==> config.mk <==
export PLATFORM = sky130hd
export DESIGN_NAME = hex_record_byte_counter_flat
export DESIGN_NICKNAME = d
export VERILOG_FILES = /design/src/hdl/hrbc_pkg.sv /design/src/hdl/hrbc_if.sv /design/src/hdl/hrbc_in_stage.sv /design/src/hdl/hrbc_scan.sv /design/src/hdl/hrbc_out_stage.sv /design/src/hdl/hex_record_byte_counter.sv /design/src/flat_wrapper.sv
export SDC_FILE = /design/constraint.sdc
export NUM_CORES = 1
export LEC_CHECK = 0
export BUFFER_PORTS_ARGS = -buffer_cell sky130_fd_sc_hd__buf_2
export CORE_UTILIZATION = 55
export CTS_CLUSTER_DIAMETER = 40
export CTS_CLUSTER_SIZE = 10
export DETAILED_ROUTE_END_ITERATION = 12
export GPL_ROUTABILITY_DRIVEN = 1
export PLACE_DENSITY_LB_ADDON = 0.25
export SYNTH_ARGS = -nofsm -noshare
export SYNTH_HDL_FRONTEND = slang
export SYNTH_SLANG_ARGS = --single-unit
==> constraint.sdc <==
create_clock -name clock -period 5.61 [get_ports clock]
set_clock_uncertainty 0.2 [all_clocks]
set_input_delay 1.122 -clock clock [delete_from_list [all_inputs] [get_ports clock]]
set_output_delay 1.122 -clock clock [all_outputs]
set_load 0.02 [all_outputs]
==> src/hdl/hrbc_pkg.sv <==
// ----------------------------------------------------------------------------
// hrbc_pkg
// Shared types and constants for the hex record byte counter.
// ----------------------------------------------------------------------------
package hrbc_pkg;

   // Widths of the result fields
   localparam int OUT_COUNT_WIDTH = 32;
   localparam int ADDR_WIDTH      = 16;
   localparam int STATUS_WIDTH    = 2;

   // Character constants
   localparam logic [7:0] CHAR_MASK  = 8'h7F;  // 0177
   localparam logic [6:0] CHAR_END   = 7'h00;
   localparam logic [6:0] CHAR_COLON = 7'h3A;  // ':'
   localparam logic [6:0] DIGIT_ZERO = 7'h30;  // 060
   localparam logic [6:0] LETTER_A   = 7'h41;

   // Status codes
   localparam logic [STATUS_WIDTH-1:0] ST_RUN  = 2'd0;
   localparam logic [STATUS_WIDTH-1:0] ST_DONE = 2'd1;
   localparam logic [STATUS_WIDTH-1:0] ST_BAD  = 2'd2;

   typedef enum logic [11:0] {
      PH_WAIT    = 12'h001,
      PH_LEN_HI  = 12'h002,
      PH_LEN_LO  = 12'h004,
      PH_ADDR0   = 12'h008,
      PH_ADDR1   = 12'h010,
      PH_ADDR2   = 12'h020,
      PH_ADDR3   = 12'h040,
      PH_TYPE_HI = 12'h080,
      PH_TYPE_LO = 12'h100,
      PH_DATA_HI = 12'h200,
      PH_DATA_LO = 12'h400,
      PH_STOP    = 12'h800
   } phase_type;

   typedef struct packed {
      logic       ok;
      logic [3:0] value;
   } hex_type;

   typedef struct packed {
      logic [OUT_COUNT_WIDTH-1:0] data_bytes;
      logic [OUT_COUNT_WIDTH-1:0] records_seen;
      logic [ADDR_WIDTH-1:0]      load_address;
      logic [STATUS_WIDTH-1:0]    status;
   } result_type;

   // Upper-case hex digit decode
   function automatic hex_type hex_decode(input logic [6:0] c);
      hex_type h;
      h.ok    = 1'b0;
      h.value = 4'd0;
      if (c inside {[DIGIT_ZERO : DIGIT_ZERO + 7'd9]}) begin
         h.ok    = 1'b1;
         h.value = 4'(c - DIGIT_ZERO);
      end else if (c inside {[LETTER_A : LETTER_A + 7'd5]}) begin
         h.ok    = 1'b1;
         h.value = 4'(c - LETTER_A + 7'd10);
      end
      return h;
   endfunction

endpackage

==> src/hdl/hrbc_if.sv <==
// ----------------------------------------------------------------------------
// hrbc_if
// Valid/ready channels: character items in, count snapshots out.
// ----------------------------------------------------------------------------
interface hrbc_req_if;
   logic       valid;
   logic       ready;
   logic [7:0] character;

   modport source (output valid, output character, input ready);
   modport sink   (input valid, input character, output ready);
endinterface

interface hrbc_rsp_if;
   import hrbc_pkg::*;

   logic                       valid;
   logic                       ready;
   logic [OUT_COUNT_WIDTH-1:0] data_bytes;
   logic [OUT_COUNT_WIDTH-1:0] records_seen;
   logic [ADDR_WIDTH-1:0]      load_address;
   logic [STATUS_WIDTH-1:0]    status;

   modport source (output valid, output data_bytes, output records_seen,
                   output load_address, output status, input ready);
   modport sink   (input valid, input data_bytes, input records_seen,
                   input load_address, input status, output ready);
endinterface

==> src/hdl/hrbc_in_stage.sv <==
// ----------------------------------------------------------------------------
// hrbc_in_stage
// Input register: holds one character item until the scanner takes it.
// ----------------------------------------------------------------------------
module hrbc_in_stage (
   input  logic       clock,
   input  logic       reset,
   input  logic       in_valid,
   input  logic [7:0] in_character,
   output logic       in_ready,
   input  logic       take,
   output logic       step,
   output logic [7:0] character
);
   logic       valid_ff;
   logic       valid_in;
   logic [7:0] character_ff;

   assign in_ready  = !valid_ff || take;
   assign step      = valid_ff && take;
   assign character = character_ff;

   always_comb begin
      valid_in = valid_ff;
      if (in_ready) begin
         valid_in = in_valid;
      end
   end

   always_ff @(posedge clock) begin
      if (reset) begin
         valid_ff <= 1'b0;
      end else begin
         valid_ff <= valid_in;
      end
   end

   always_ff @(posedge clock) begin
      if (in_ready && in_valid) begin
         character_ff <= in_character;
      end
   end

endmodule

==> src/hdl/hrbc_scan.sv <==
// ----------------------------------------------------------------------------
// hrbc_scan
// Record scanner: phase sequencer, counters and load address.
// ----------------------------------------------------------------------------
module hrbc_scan #(
   parameter int COUNT_WIDTH = 32
) (
   input  logic                clock,
   input  logic                reset,
   input  logic                step,
   input  logic [7:0]          character,
   output hrbc_pkg::result_type result
);
   import hrbc_pkg::*;

   phase_type                   phase_ff,       phase_in;
   logic [3:0]                  high_nibble_ff, high_nibble_in;
   logic [7:0]                  remaining_ff,   remaining_in;
   logic [ADDR_WIDTH-1:0]       address_ff,     address_in;
   logic [COUNT_WIDTH-1:0]      bytes_ff,       bytes_in;
   logic [COUNT_WIDTH-1:0]      records_ff,     records_in;
   logic [STATUS_WIDTH-1:0]     status_ff,      status_in;

   logic [7:0]                  masked;
   logic [6:0]                  c7;
   hex_type                     hex;
   logic [COUNT_WIDTH-1:0]      bytes_inc;
   logic [COUNT_WIDTH-1:0]      records_inc;

   assign masked = character & CHAR_MASK;
   assign c7     = masked[6:0];
   assign hex    = hex_decode(c7);

   // saturating increments
   assign bytes_inc   = (bytes_ff == {COUNT_WIDTH{1'b1}}) ? bytes_ff
                                                          : bytes_ff + 1'b1;
   assign records_inc = (records_ff == {COUNT_WIDTH{1'b1}}) ? records_ff
                                                            : records_ff + 1'b1;

   always_comb begin
      phase_in       = phase_ff;
      high_nibble_in = high_nibble_ff;
      remaining_in   = remaining_ff;
      address_in     = address_ff;
      bytes_in       = bytes_ff;
      records_in     = records_ff;
      status_in      = status_ff;
      if (step) begin
         case (phase_ff)
            PH_STOP: begin
            end
            PH_WAIT: begin
               if (c7 == CHAR_END) begin
                  status_in = (records_ff != '0) ? ST_DONE : ST_BAD;
                  phase_in  = PH_STOP;
               end else if (c7 == CHAR_COLON) begin
                  records_in = records_inc;
                  phase_in   = PH_LEN_HI;
               end
            end
            PH_LEN_HI, PH_LEN_LO, PH_ADDR0, PH_ADDR1, PH_ADDR2, PH_ADDR3,
            PH_TYPE_HI, PH_TYPE_LO, PH_DATA_HI, PH_DATA_LO: begin
               if (!hex.ok) begin
                  status_in = ST_BAD;
                  phase_in  = PH_STOP;
               end else begin
                  case (phase_ff)
                     PH_LEN_HI: begin
                        high_nibble_in = hex.value;
                        phase_in       = PH_LEN_LO;
                     end
                     PH_LEN_LO: begin
                        remaining_in = {high_nibble_ff, hex.value};
                        phase_in     = PH_ADDR0;
                     end
                     PH_ADDR0, PH_ADDR1, PH_ADDR2, PH_ADDR3: begin
                        address_in = {address_ff[ADDR_WIDTH-5:0], hex.value};
                        phase_in   = phase_type'({phase_ff[10:0], 1'b0});
                     end
                     PH_TYPE_HI: begin
                        high_nibble_in = hex.value;
                        phase_in       = PH_TYPE_LO;
                     end
                     PH_TYPE_LO: begin
                        phase_in = (remaining_ff != 8'd0) ? PH_DATA_HI : PH_WAIT;
                     end
                     PH_DATA_HI: begin
                        high_nibble_in = hex.value;
                        phase_in       = PH_DATA_LO;
                     end
                     PH_DATA_LO: begin
                        bytes_in     = bytes_inc;
                        address_in   = address_ff + 1'b1;
                        remaining_in = remaining_ff - 1'b1;
                        phase_in     = (remaining_ff != 8'd1) ? PH_DATA_HI : PH_WAIT;
                     end
                     default: begin
                        status_in = ST_BAD;
                        phase_in  = PH_STOP;
                     end
                  endcase
               end
            end
            default: begin
               status_in = ST_BAD;
               phase_in  = PH_STOP;
            end
         endcase
      end
   end

   always_ff @(posedge clock) begin
      if (reset) begin
         phase_ff       <= PH_WAIT;
         high_nibble_ff <= 4'd0;
         remaining_ff   <= 8'd0;
         address_ff     <= '0;
         bytes_ff       <= '0;
         records_ff     <= '0;
         status_ff      <= ST_RUN;
      end else begin
         phase_ff       <= phase_in;
         high_nibble_ff <= high_nibble_in;
         remaining_ff   <= remaining_in;
         address_ff     <= address_in;
         bytes_ff       <= bytes_in;
         records_ff     <= records_in;
         status_ff      <= status_in;
      end
   end

   // counts shown in their low 32 bits, zero-extended when narrower
   generate
      if (COUNT_WIDTH >= OUT_COUNT_WIDTH) begin : g_wide
         assign result.data_bytes   = bytes_in[OUT_COUNT_WIDTH-1:0];
         assign result.records_seen = records_in[OUT_COUNT_WIDTH-1:0];
      end else begin : g_narrow
         assign result.data_bytes   = {{(OUT_COUNT_WIDTH-COUNT_WIDTH){1'b0}}, bytes_in};
         assign result.records_seen = {{(OUT_COUNT_WIDTH-COUNT_WIDTH){1'b0}}, records_in};
      end
   endgenerate

   assign result.load_address = address_in;
   assign result.status       = status_in;

endmodule

==> src/hdl/hrbc_out_stage.sv <==
// ----------------------------------------------------------------------------
// hrbc_out_stage
// Result register: holds one snapshot until the sink takes it.
// ----------------------------------------------------------------------------
module hrbc_out_stage (
   input  logic                 clock,
   input  logic                 reset,
   input  logic                 load,
   input  hrbc_pkg::result_type result_in,
   output logic                 take,
   output logic                 out_valid,
   input  logic                 out_ready,
   output hrbc_pkg::result_type result_out
);
   import hrbc_pkg::*;

   logic       valid_ff;
   logic       valid_in;
   result_type result_ff;

   assign take       = !valid_ff || out_ready;
   assign out_valid  = valid_ff;
   assign result_out = result_ff;

   always_comb begin
      valid_in = valid_ff;
      if (take) begin
         valid_in = load;
      end
   end

   always_ff @(posedge clock) begin
      if (reset) begin
         valid_ff <= 1'b0;
      end else begin
         valid_ff <= valid_in;
      end
   end

   always_ff @(posedge clock) begin
      if (load) begin
         result_ff <= result_in;
      end
   end

endmodule

==> src/hdl/hex_record_byte_counter.sv <==
// ----------------------------------------------------------------------------
// hex_record_byte_counter
// Scans an Intel-hex style character stream, counting records and data bytes.
// ----------------------------------------------------------------------------
// Takes one character per item (low 7 bits used, zero means end of input) and
// returns one result item per character: data byte count, record count, the
// running load address and a status (running, done, bad). Throughput is one
// item per clock. An accepted item sits in the input register, the scanner's
// combinational update feeds the result register, and the result is shown
// from there. Both registers accept a new item while the one ahead is taken,
// so only back-pressure on the result channel slows the block. No clearing
// pass is needed after reset. Once the status leaves running the block holds
// its outputs and ignores further input.
module hex_record_byte_counter #(
   parameter int COUNT_WIDTH = 32      // internal counter width, 8 to 64
) (
   input logic         clock,
   input logic         reset,
   hrbc_req_if.sink    req_if,
   hrbc_rsp_if.source  rsp_if
);
   import hrbc_pkg::*;

   logic       take;       // result register can load this cycle
   logic       step;       // held item moves into the scanner
   logic [7:0] character;  // held character
   result_type next_result;
   result_type shown;

   // input register
   hrbc_in_stage u_in (
      .clock        (clock),
      .reset        (reset),
      .in_valid     (req_if.valid),
      .in_character (req_if.character),
      .in_ready     (req_if.ready),
      .take         (take),
      .step         (step),
      .character    (character)
   );

   // state update; result is the post-update snapshot
   hrbc_scan #(
      .COUNT_WIDTH (COUNT_WIDTH)
   ) u_scan (
      .clock     (clock),
      .reset     (reset),
      .step      (step),
      .character (character),
      .result    (next_result)
   );

   // result register
   hrbc_out_stage u_out (
      .clock      (clock),
      .reset      (reset),
      .load       (step),
      .result_in  (next_result),
      .take       (take),
      .out_valid  (rsp_if.valid),
      .out_ready  (rsp_if.ready),
      .result_out (shown)
   );

   assign rsp_if.data_bytes   = shown.data_bytes;
   assign rsp_if.records_seen = shown.records_seen;
   assign rsp_if.load_address = shown.load_address;
   assign rsp_if.status       = shown.status;

endmodule

==> src/flat_wrapper.sv <==
// flat-port wrapper written by rule: the top's interface ports become plain ports
module hex_record_byte_counter_flat import hrbc_pkg::*;
#(
   parameter int COUNT_WIDTH = 32                                        
)
  (clock, reset, req_if_valid, req_if_character, req_if_ready, rsp_if_valid, rsp_if_data_bytes, rsp_if_records_seen, rsp_if_load_address, rsp_if_status, rsp_if_ready);
  hrbc_req_if req_if_i ();
  hrbc_rsp_if rsp_if_i ();
  input logic clock;
  input logic reset;
  input wire logic [$bits(req_if_i.valid)-1:0] req_if_valid;
  input wire logic [$bits(req_if_i.character)-1:0] req_if_character;
  output wire logic [$bits(req_if_i.ready)-1:0] req_if_ready;
  output wire logic [$bits(rsp_if_i.valid)-1:0] rsp_if_valid;
  output wire logic [$bits(rsp_if_i.data_bytes)-1:0] rsp_if_data_bytes;
  output wire logic [$bits(rsp_if_i.records_seen)-1:0] rsp_if_records_seen;
  output wire logic [$bits(rsp_if_i.load_address)-1:0] rsp_if_load_address;
  output wire logic [$bits(rsp_if_i.status)-1:0] rsp_if_status;
  input wire logic [$bits(rsp_if_i.ready)-1:0] rsp_if_ready;
  assign req_if_i.valid = req_if_valid;
  assign req_if_i.character = req_if_character;
  assign req_if_ready = req_if_i.ready;
  assign rsp_if_valid = rsp_if_i.valid;
  assign rsp_if_data_bytes = rsp_if_i.data_bytes;
  assign rsp_if_records_seen = rsp_if_i.records_seen;
  assign rsp_if_load_address = rsp_if_i.load_address;
  assign rsp_if_status = rsp_if_i.status;
  assign rsp_if_i.ready = rsp_if_ready;
  hex_record_byte_counter #(.COUNT_WIDTH(COUNT_WIDTH)) u_core (.clock(clock), .reset(reset), .req_if(req_if_i), .rsp_if(rsp_if_i));
endmodule
==> flow_metrics.env, run 1 <==
export IMPL_status="completed"
export IMPL_drive_above_1_share_pct=16.8
export IMPL_critical_path_required_ps=5790
export IMPL_hold_path_class="reg -> reg"
export IMPL_async_reset_ff_share_pct=0
export IMPL_htree_levels=4
export IMPL_io_pins=96
export IMPL_peakVddDrop_uv=238
export IMPL_antenna_found_initial=0
export IMPL_p_per_area_nw_per_um2=274
export IMPL_synth_net_count=915
export IMPL_grt_pass1_vias=6402
export IMPL_drt_iter0_markers=615
export IMPL_dp_cells=1171
export IMPL_fin_tns_setup_ps=0
export IMPL_min_period_ps=3550
export IMPL_setup_viol=0
export IMPL_die_w_um=131
export IMPL_tritoncts="built"
export IMPL_clock_power_share_pct=41.7
export IMPL_drv_cap=0
export IMPL_die_height_um=131
export IMPL_worst_slew_pin_slew_ps=1010
export IMPL_switching_share_pct=21.7
export IMPL_crit_arrival_ps=3730
export IMPL_viasPerCell=5.82
export IMPL_first_pass_iters=6
export IMPL_grt_overflow_total=0
export IMPL_synth_warnings=0
export IMPL_rrSetupSlack_ps=2070
export IMPL_cts_buffers=17
export IMPL_synth_edf_count=89
export IMPL_end_kind="flip-flop"
export IMPL_hold_slack_ps=269
export IMPL_synthDistinctLibCells=74
export IMPL_dieArea_um2=17300
export IMPL_synth_top_cell_by_area="edfxtp_1"
export IMPL_clk_latency_ps=440
export IMPL_grt_max_degree=87
export IMPL_pwr_share_seq_pct=54.1
export IMPL_antenna_cells=0
export IMPL_syn_instance_count=893
export IMPL_via_count=6998
export IMPL_antenna_left=0
export IMPL_synth_top_cell_area_share_pct=29.0
export IMPL_yosys_top_cells_count="108 x dfxtp_1, 89 x edfxtp_1, 86 x nand2_1"
export IMPL_grt_usage_pct=22.7
export IMPL_hpwl_mm=12.9
export IMPL_drc=0
export IMPL_ctsResizeCount=0
export IMPL_syn_area_um2=9210
export IMPL_hold_buffers=0
export IMPL_rsz0062_at_grt="false"
export IMPL_hold_violations=0
export IMPL_startpoint_type="primary input"
export IMPL_path_clk_slew_ps=70
export IMPL_place_congestion=0.881
export IMPL_p_int_mw=2.23
export IMPL_drv_slew=0
export IMPL_syn2layout_area_growth_pct=13.0
export IMPL_synth_ff_type="dfxtp_1"
export IMPL_drt_total_wl_mm=19.0
export IMPL_cts_setup_buffers=0
export IMPL_portBuffers=94
export IMPL_maxSlewHeadroom_pct=32.5
export IMPL_core_area_um2=16100
export IMPL_grt_pass1_wl_mm=31.9
export IMPL_ys_seq_elements=197
export IMPL_cts_root_buf="clkbuf_16"
export IMPL_cts_buffer_depth=2
export IMPL_syn_area_per_cell_um2=10.3
export IMPL_start_util_pct=57.2
export IMPL_nets=996
export IMPL_wire_per_inst_um=15.8
export IMPL_fmax_mhz=281
export IMPL_finalNonFillerCells=1203
export IMPL_post_synth_top_count_cell="dfxtp_1"
export IMPL_p_comb_share_pct=4.2
export IMPL_p_sw_mw=0.618
export IMPL_cp_max_fo=32
export IMPL_path_class="in -> reg"
export IMPL_period_share_pct=63.3
export IMPL_rows=46
export IMPL_cts_sinks=197
export IMPL_synthTopCellsByArea="edfxtp_1 29%, dfxtp_1 23%, nor2b_1 4.5%, xnor2_1 3.5%, nand2_1 3.5%"
export IMPL_power_leakage_nw=3.73
export IMPL_seq_area_frac_synth_pct=52.5
[routing by layer]
metal	track usage [%]	vias to the layer above	share of wire [%]
li1	-	3452	-
met1	32.0	3301	47
met2	35.0	222	46
met3	3.97	23	5.4
met4	8.40	0	1.7
met5	0	-	0
[per-stage QoR]
stage	setup slack (ps)	utilization [%]	total power, mW	cell area (um2)
floorplan	892	-	1.65	9210
global placement	1640	61.0	1.69	9830
detailed placement	1630	61.0	1.69	9830
CTS	2070	64.6	2.87	10400
global route	1790	64.6	2.94	10400
finish	2060	64.6	2.85	10400
[cell type report]
cell class / instances / area, um2
Fill cell: 1325 / 5700
Timing Repair Buffer: 99 / 510
Sequential cell: 197 / 4830
Clock inverter: 11 / 128
Clock buffer: 21 / 450
Multi-Input combinational cell: 642 / 4150
Inverter: 17 / 65.1
Tap cell: 216 / 270
[registers in the layout (all words and copies together) (netlist names)]
signal	count
u_core.u_scan.high_nibble_ff	4
u_core.u_scan.status_ff	2
u_core.u_scan.bytes_ff	32
u_core.u_in.valid_ff	1
u_core.u_in.character	7
u_core.u_out.result_out	82
u_core.u_scan.remaining_ff	8
u_core.u_out.out_valid	1
u_core.u_scan.address_ff	16
u_core.u_scan.records_ff	32
u_core.u_scan.phase_ff	12
[worst max-delay path, stage by stage]
cell	delay, ps
buf_2	100
nand2b_1	130
nand2_1	340
clkinv_2	570
o21ai_1	560
buf_4	290
a21o_1	270
o2bb2ai_1	200
nor2b_1	150
[power groups by stage]
stage	sequential (mW)	combinational [mW]	clock (mW)
2_1_floorplan	1.61	0.0402	0
3_3_place_gp	1.57	0.120	0
3_5_place_dp	1.57	0.121	0
4_1_cts	1.54	0.122	1.21
5_1_grt	1.54	0.130	1.27
6_report	1.54	0.120	1.19
[worst paths after layout]
path	from	end	depth (start not counted)
hold / removal	u_core.u_scan.remaining_ff[6]	u_core.u_scan.remaining_ff[6]	2
hold reg to reg	u_core.u_scan.remaining_ff[6]	u_core.u_scan.remaining_ff[6]	2
setup / recovery	rsp_if_ready	u_core.u_scan.address_ff[0]	9
setup reg to reg	u_core.u_scan.phase_ff[4]	u_core.u_scan.bytes_ff[9]	6
[cell families (layout without fill, tap and decap cells)]
logic type / Yosys count / after routing / synth area share [%]
AND/OR/NAND/NOR: 427 / 427 / 27.0
flip-flops: 197 / 197 / 52.5
AO/OA/AOI/OAI: 124 / 124 / 8.71
XOR/XNOR: 73 / 73 / 6.94
buffers and inverters: 54 / 148 / 2.54
adder cells (fa/ha/maj): 10 / 10 / 1.36
multiplexers: 8 / 8 / 0.964
[layout by cell type (no fill, tap or decap), types with 6 or more instances in the layout]
cell type  synthesis  layout
dfxtp_1          108     108
buf_2              7      93
edfxtp_1          89      89
nand2_1           86      86
nor2b_1           66      66
nor2_1            45      45
nand4_1           40      40
xnor2_1           37      37
xor2_1            36      36
a21oi_1           34      34
nor3_1            34      33
nand3_1           32      32
nor4_1            31      31
o21ai_0           30      30
clkbuf_16          0      17
inv_1             17      16
and3_1            12      12
a22oi_1           10      10
ha_1              10      10
nand2b_1           9       9
or4_1              8       8
and2_1             8       8
and4_1             7       7
nor3_2             5       6
a22o_1             6       6
or3_1              6       6
o211ai_1           6       6
buf_4              0       6
Power figures use the tool's default switching activity.
==> inputs of run 2 (changes only) <==
- clock period: 5.61 -> 3.4 ns (I/O delays scaled with it)
==> flow_metrics.env, run 2 (synthesis gave the netlist of run 1 again) <==
export IMPL_status="completed"
export IMPL_setup_viol=0
export IMPL_antenna_cells=0
export IMPL_syn2layout_area_growth_pct=14.8
export IMPL_largest_reg_flops=82
export IMPL_rows=46
export IMPL_grt_usage_pct=22.9
export IMPL_via_count=7060
export IMPL_first_pass_iters=5
export IMPL_num_fill_cells=1307
export IMPL_hold_buffers=0
export IMPL_antenna_left=0
export IMPL_drv_cap=0
export IMPL_p_per_area_nw_per_um2=448
export IMPL_p_comb_share_pct=4.3
export IMPL_start_util_pct=57.2
export IMPL_hold_violations=0
export IMPL_viasPerCell=5.80
export IMPL_die_w_um=131
export IMPL_cts_root_buf="clkbuf_16"
export IMPL_min_period_ps=3150
export IMPL_hp_start="req_if_character[0]"
export IMPL_die_height_um=131
export IMPL_cp_buffers_inverters=1
export IMPL_drive_above_1_share_pct=18.4
export IMPL_fmax_mhz=318
export IMPL_portBuffers=94
export IMPL_grt_pass1_wl_mm=32.2
export IMPL_place_congestion=0.868
export IMPL_critical_path_required_ps=3580
export IMPL_maxSlewHeadroom_pct=36.6
export IMPL_cts_buffer_depth=2
export IMPL_path_clk_slew_ps=70
export IMPL_cts_setup_buffers=0
export IMPL_final_common_cell="dfxtp_1"
export IMPL_startpoint="u_core.u_scan.phase_ff[11]"
export IMPL_hold_slack_ps=215
export IMPL_total_power_mw=4.74
export IMPL_period_share_pct=92.6
export IMPL_worst_slew_pin_slew_ps=945
export IMPL_wire_per_inst_um=15.8
export IMPL_switching_share_pct=21.9
export IMPL_r2r_start="u_core.u_scan.phase_ff[11]"
export IMPL_peakVddDrop_uv=369
export IMPL_clk_latency_ps=440
export IMPL_layout_common_cells="108 x dfxtp_1, 93 x buf_2, 89 x edfxtp_1, 85 x nand2_1, 66 x nor2b_1"
export IMPL_grt_pass1_vias=6598
export IMPL_grt_overflow_total=0
export IMPL_drc=0
export IMPL_drv_slew=0
export IMPL_register_area_um2=4830
export IMPL_ctsResizeCount=0
export IMPL_startpoint_type="flip-flop"
export IMPL_crit_arrival_ps=3330
export IMPL_cpLargestDelayFamily="simple AND/OR/NAND/NOR gates"
export IMPL_final_util_pct=65.6
export IMPL_htree_levels=4
export IMPL_p_int_mw=3.70
export IMPL_worstPathCellList="or4b_2 > or3_4 > a2111o_1 > buf_4 > nor4b_4 > xor2_1 > and2b_1"
export IMPL_end_kind="flip-flop"
export IMPL_core_area_um2=16100
export IMPL_hpwl_mm=13.2
export IMPL_power_leakage_nw=3.82
export IMPL_slowest_delay_ps=740
export IMPL_path_class="reg -> reg"
export IMPL_cts_sinks=197
export IMPL_p_sw_mw=1.04
export IMPL_antenna_found_initial=0
export IMPL_grt_max_degree=86
export IMPL_clock_power_share_pct=42.0
export IMPL_cp_max_fo=8
export IMPL_cts_buffers=17
export IMPL_nets=1011
export IMPL_dieArea_um2=17300
export IMPL_rsz0062_at_grt="false"
export IMPL_io_pins=96
export IMPL_cp_slowest_cell="or4b_2"
export IMPL_tritoncts="built"
export IMPL_pwr_share_seq_pct=53.7
export IMPL_fin_tns_setup_ps=0
export IMPL_multi_input_area_um2=4180
export IMPL_drt_total_wl_mm=19.2
export IMPL_drt_iter0_markers=455
export IMPL_hold_path_class="in -> reg"
run 2: cell types whose count changed in the layout (fill, tap and decap cells not counted), sizes merged:
cell / previous run / this run
inv: 17 / 18
buf: 99 / 114
clkbuf: 21 / 20
run 2: power groups by stage:
stage          Sequential [mW]  Combinational (mW)  Clock [mW]
2_1_floorplan             2.66              0.0692           0
3_3_place_gp              2.60               0.205           0
3_5_place_dp              2.60               0.208           0
4_1_cts                   2.54               0.208        2.02
5_1_grt                   2.55               0.221        2.11
6_report                  2.54               0.205        1.99
run 2: area by class of cell:
cell class	count	share of cell area, %
repair buffers	114	6.01
well taps	216	2.56
inverters	17	0.639
clock inverters	12	1.21
clock buffers	20	4.32
multi-input cells	642	39.5
flip-flops and latches	197	45.7
run 2: metal layers:
metal  track usage [%]  up-vias  part of all wire (%)
met5                 0        -                     0
met3              4.90       42                   4.6
li1                  -     3472                     -
met1              31.0     3359                    47
met2              36.5      187                    47
met4              7.75        0                   1.8
run 2: per-stage QoR:
stage	cells	instance area (um2)	setup slack, ps
CTS	1218	10600	256
global placement	1186	9990	289
floorplan	893	9250	21.7
finish	1218	10600	251
global route	1218	10600	37.3
detailed placement	1186	9990	270
run 2: worst paths after layout:
| kind | to | slack [ps] | cells past startpoint |
|---|---|---|---|
| max reg2reg | u_core.u_scan.bytes_ff[16] | 250 | 7 |
| min reg2reg | u_core.u_scan.remaining_ff[6] | 280 | 2 |
| max | u_core.u_scan.bytes_ff[16] | 250 | 7 |
| min | u_core.u_in.character[0] | 220 | 1 |
run 2: worst reg2reg max path, delay by kind of cell (launching register included):
kind / cells / cell delay, ps
simple gates: 4 / 1510
compound gates: 1 / 540
flops: 1 / 380
buf+inv: 1 / 240
xor+xnor: 1 / 240
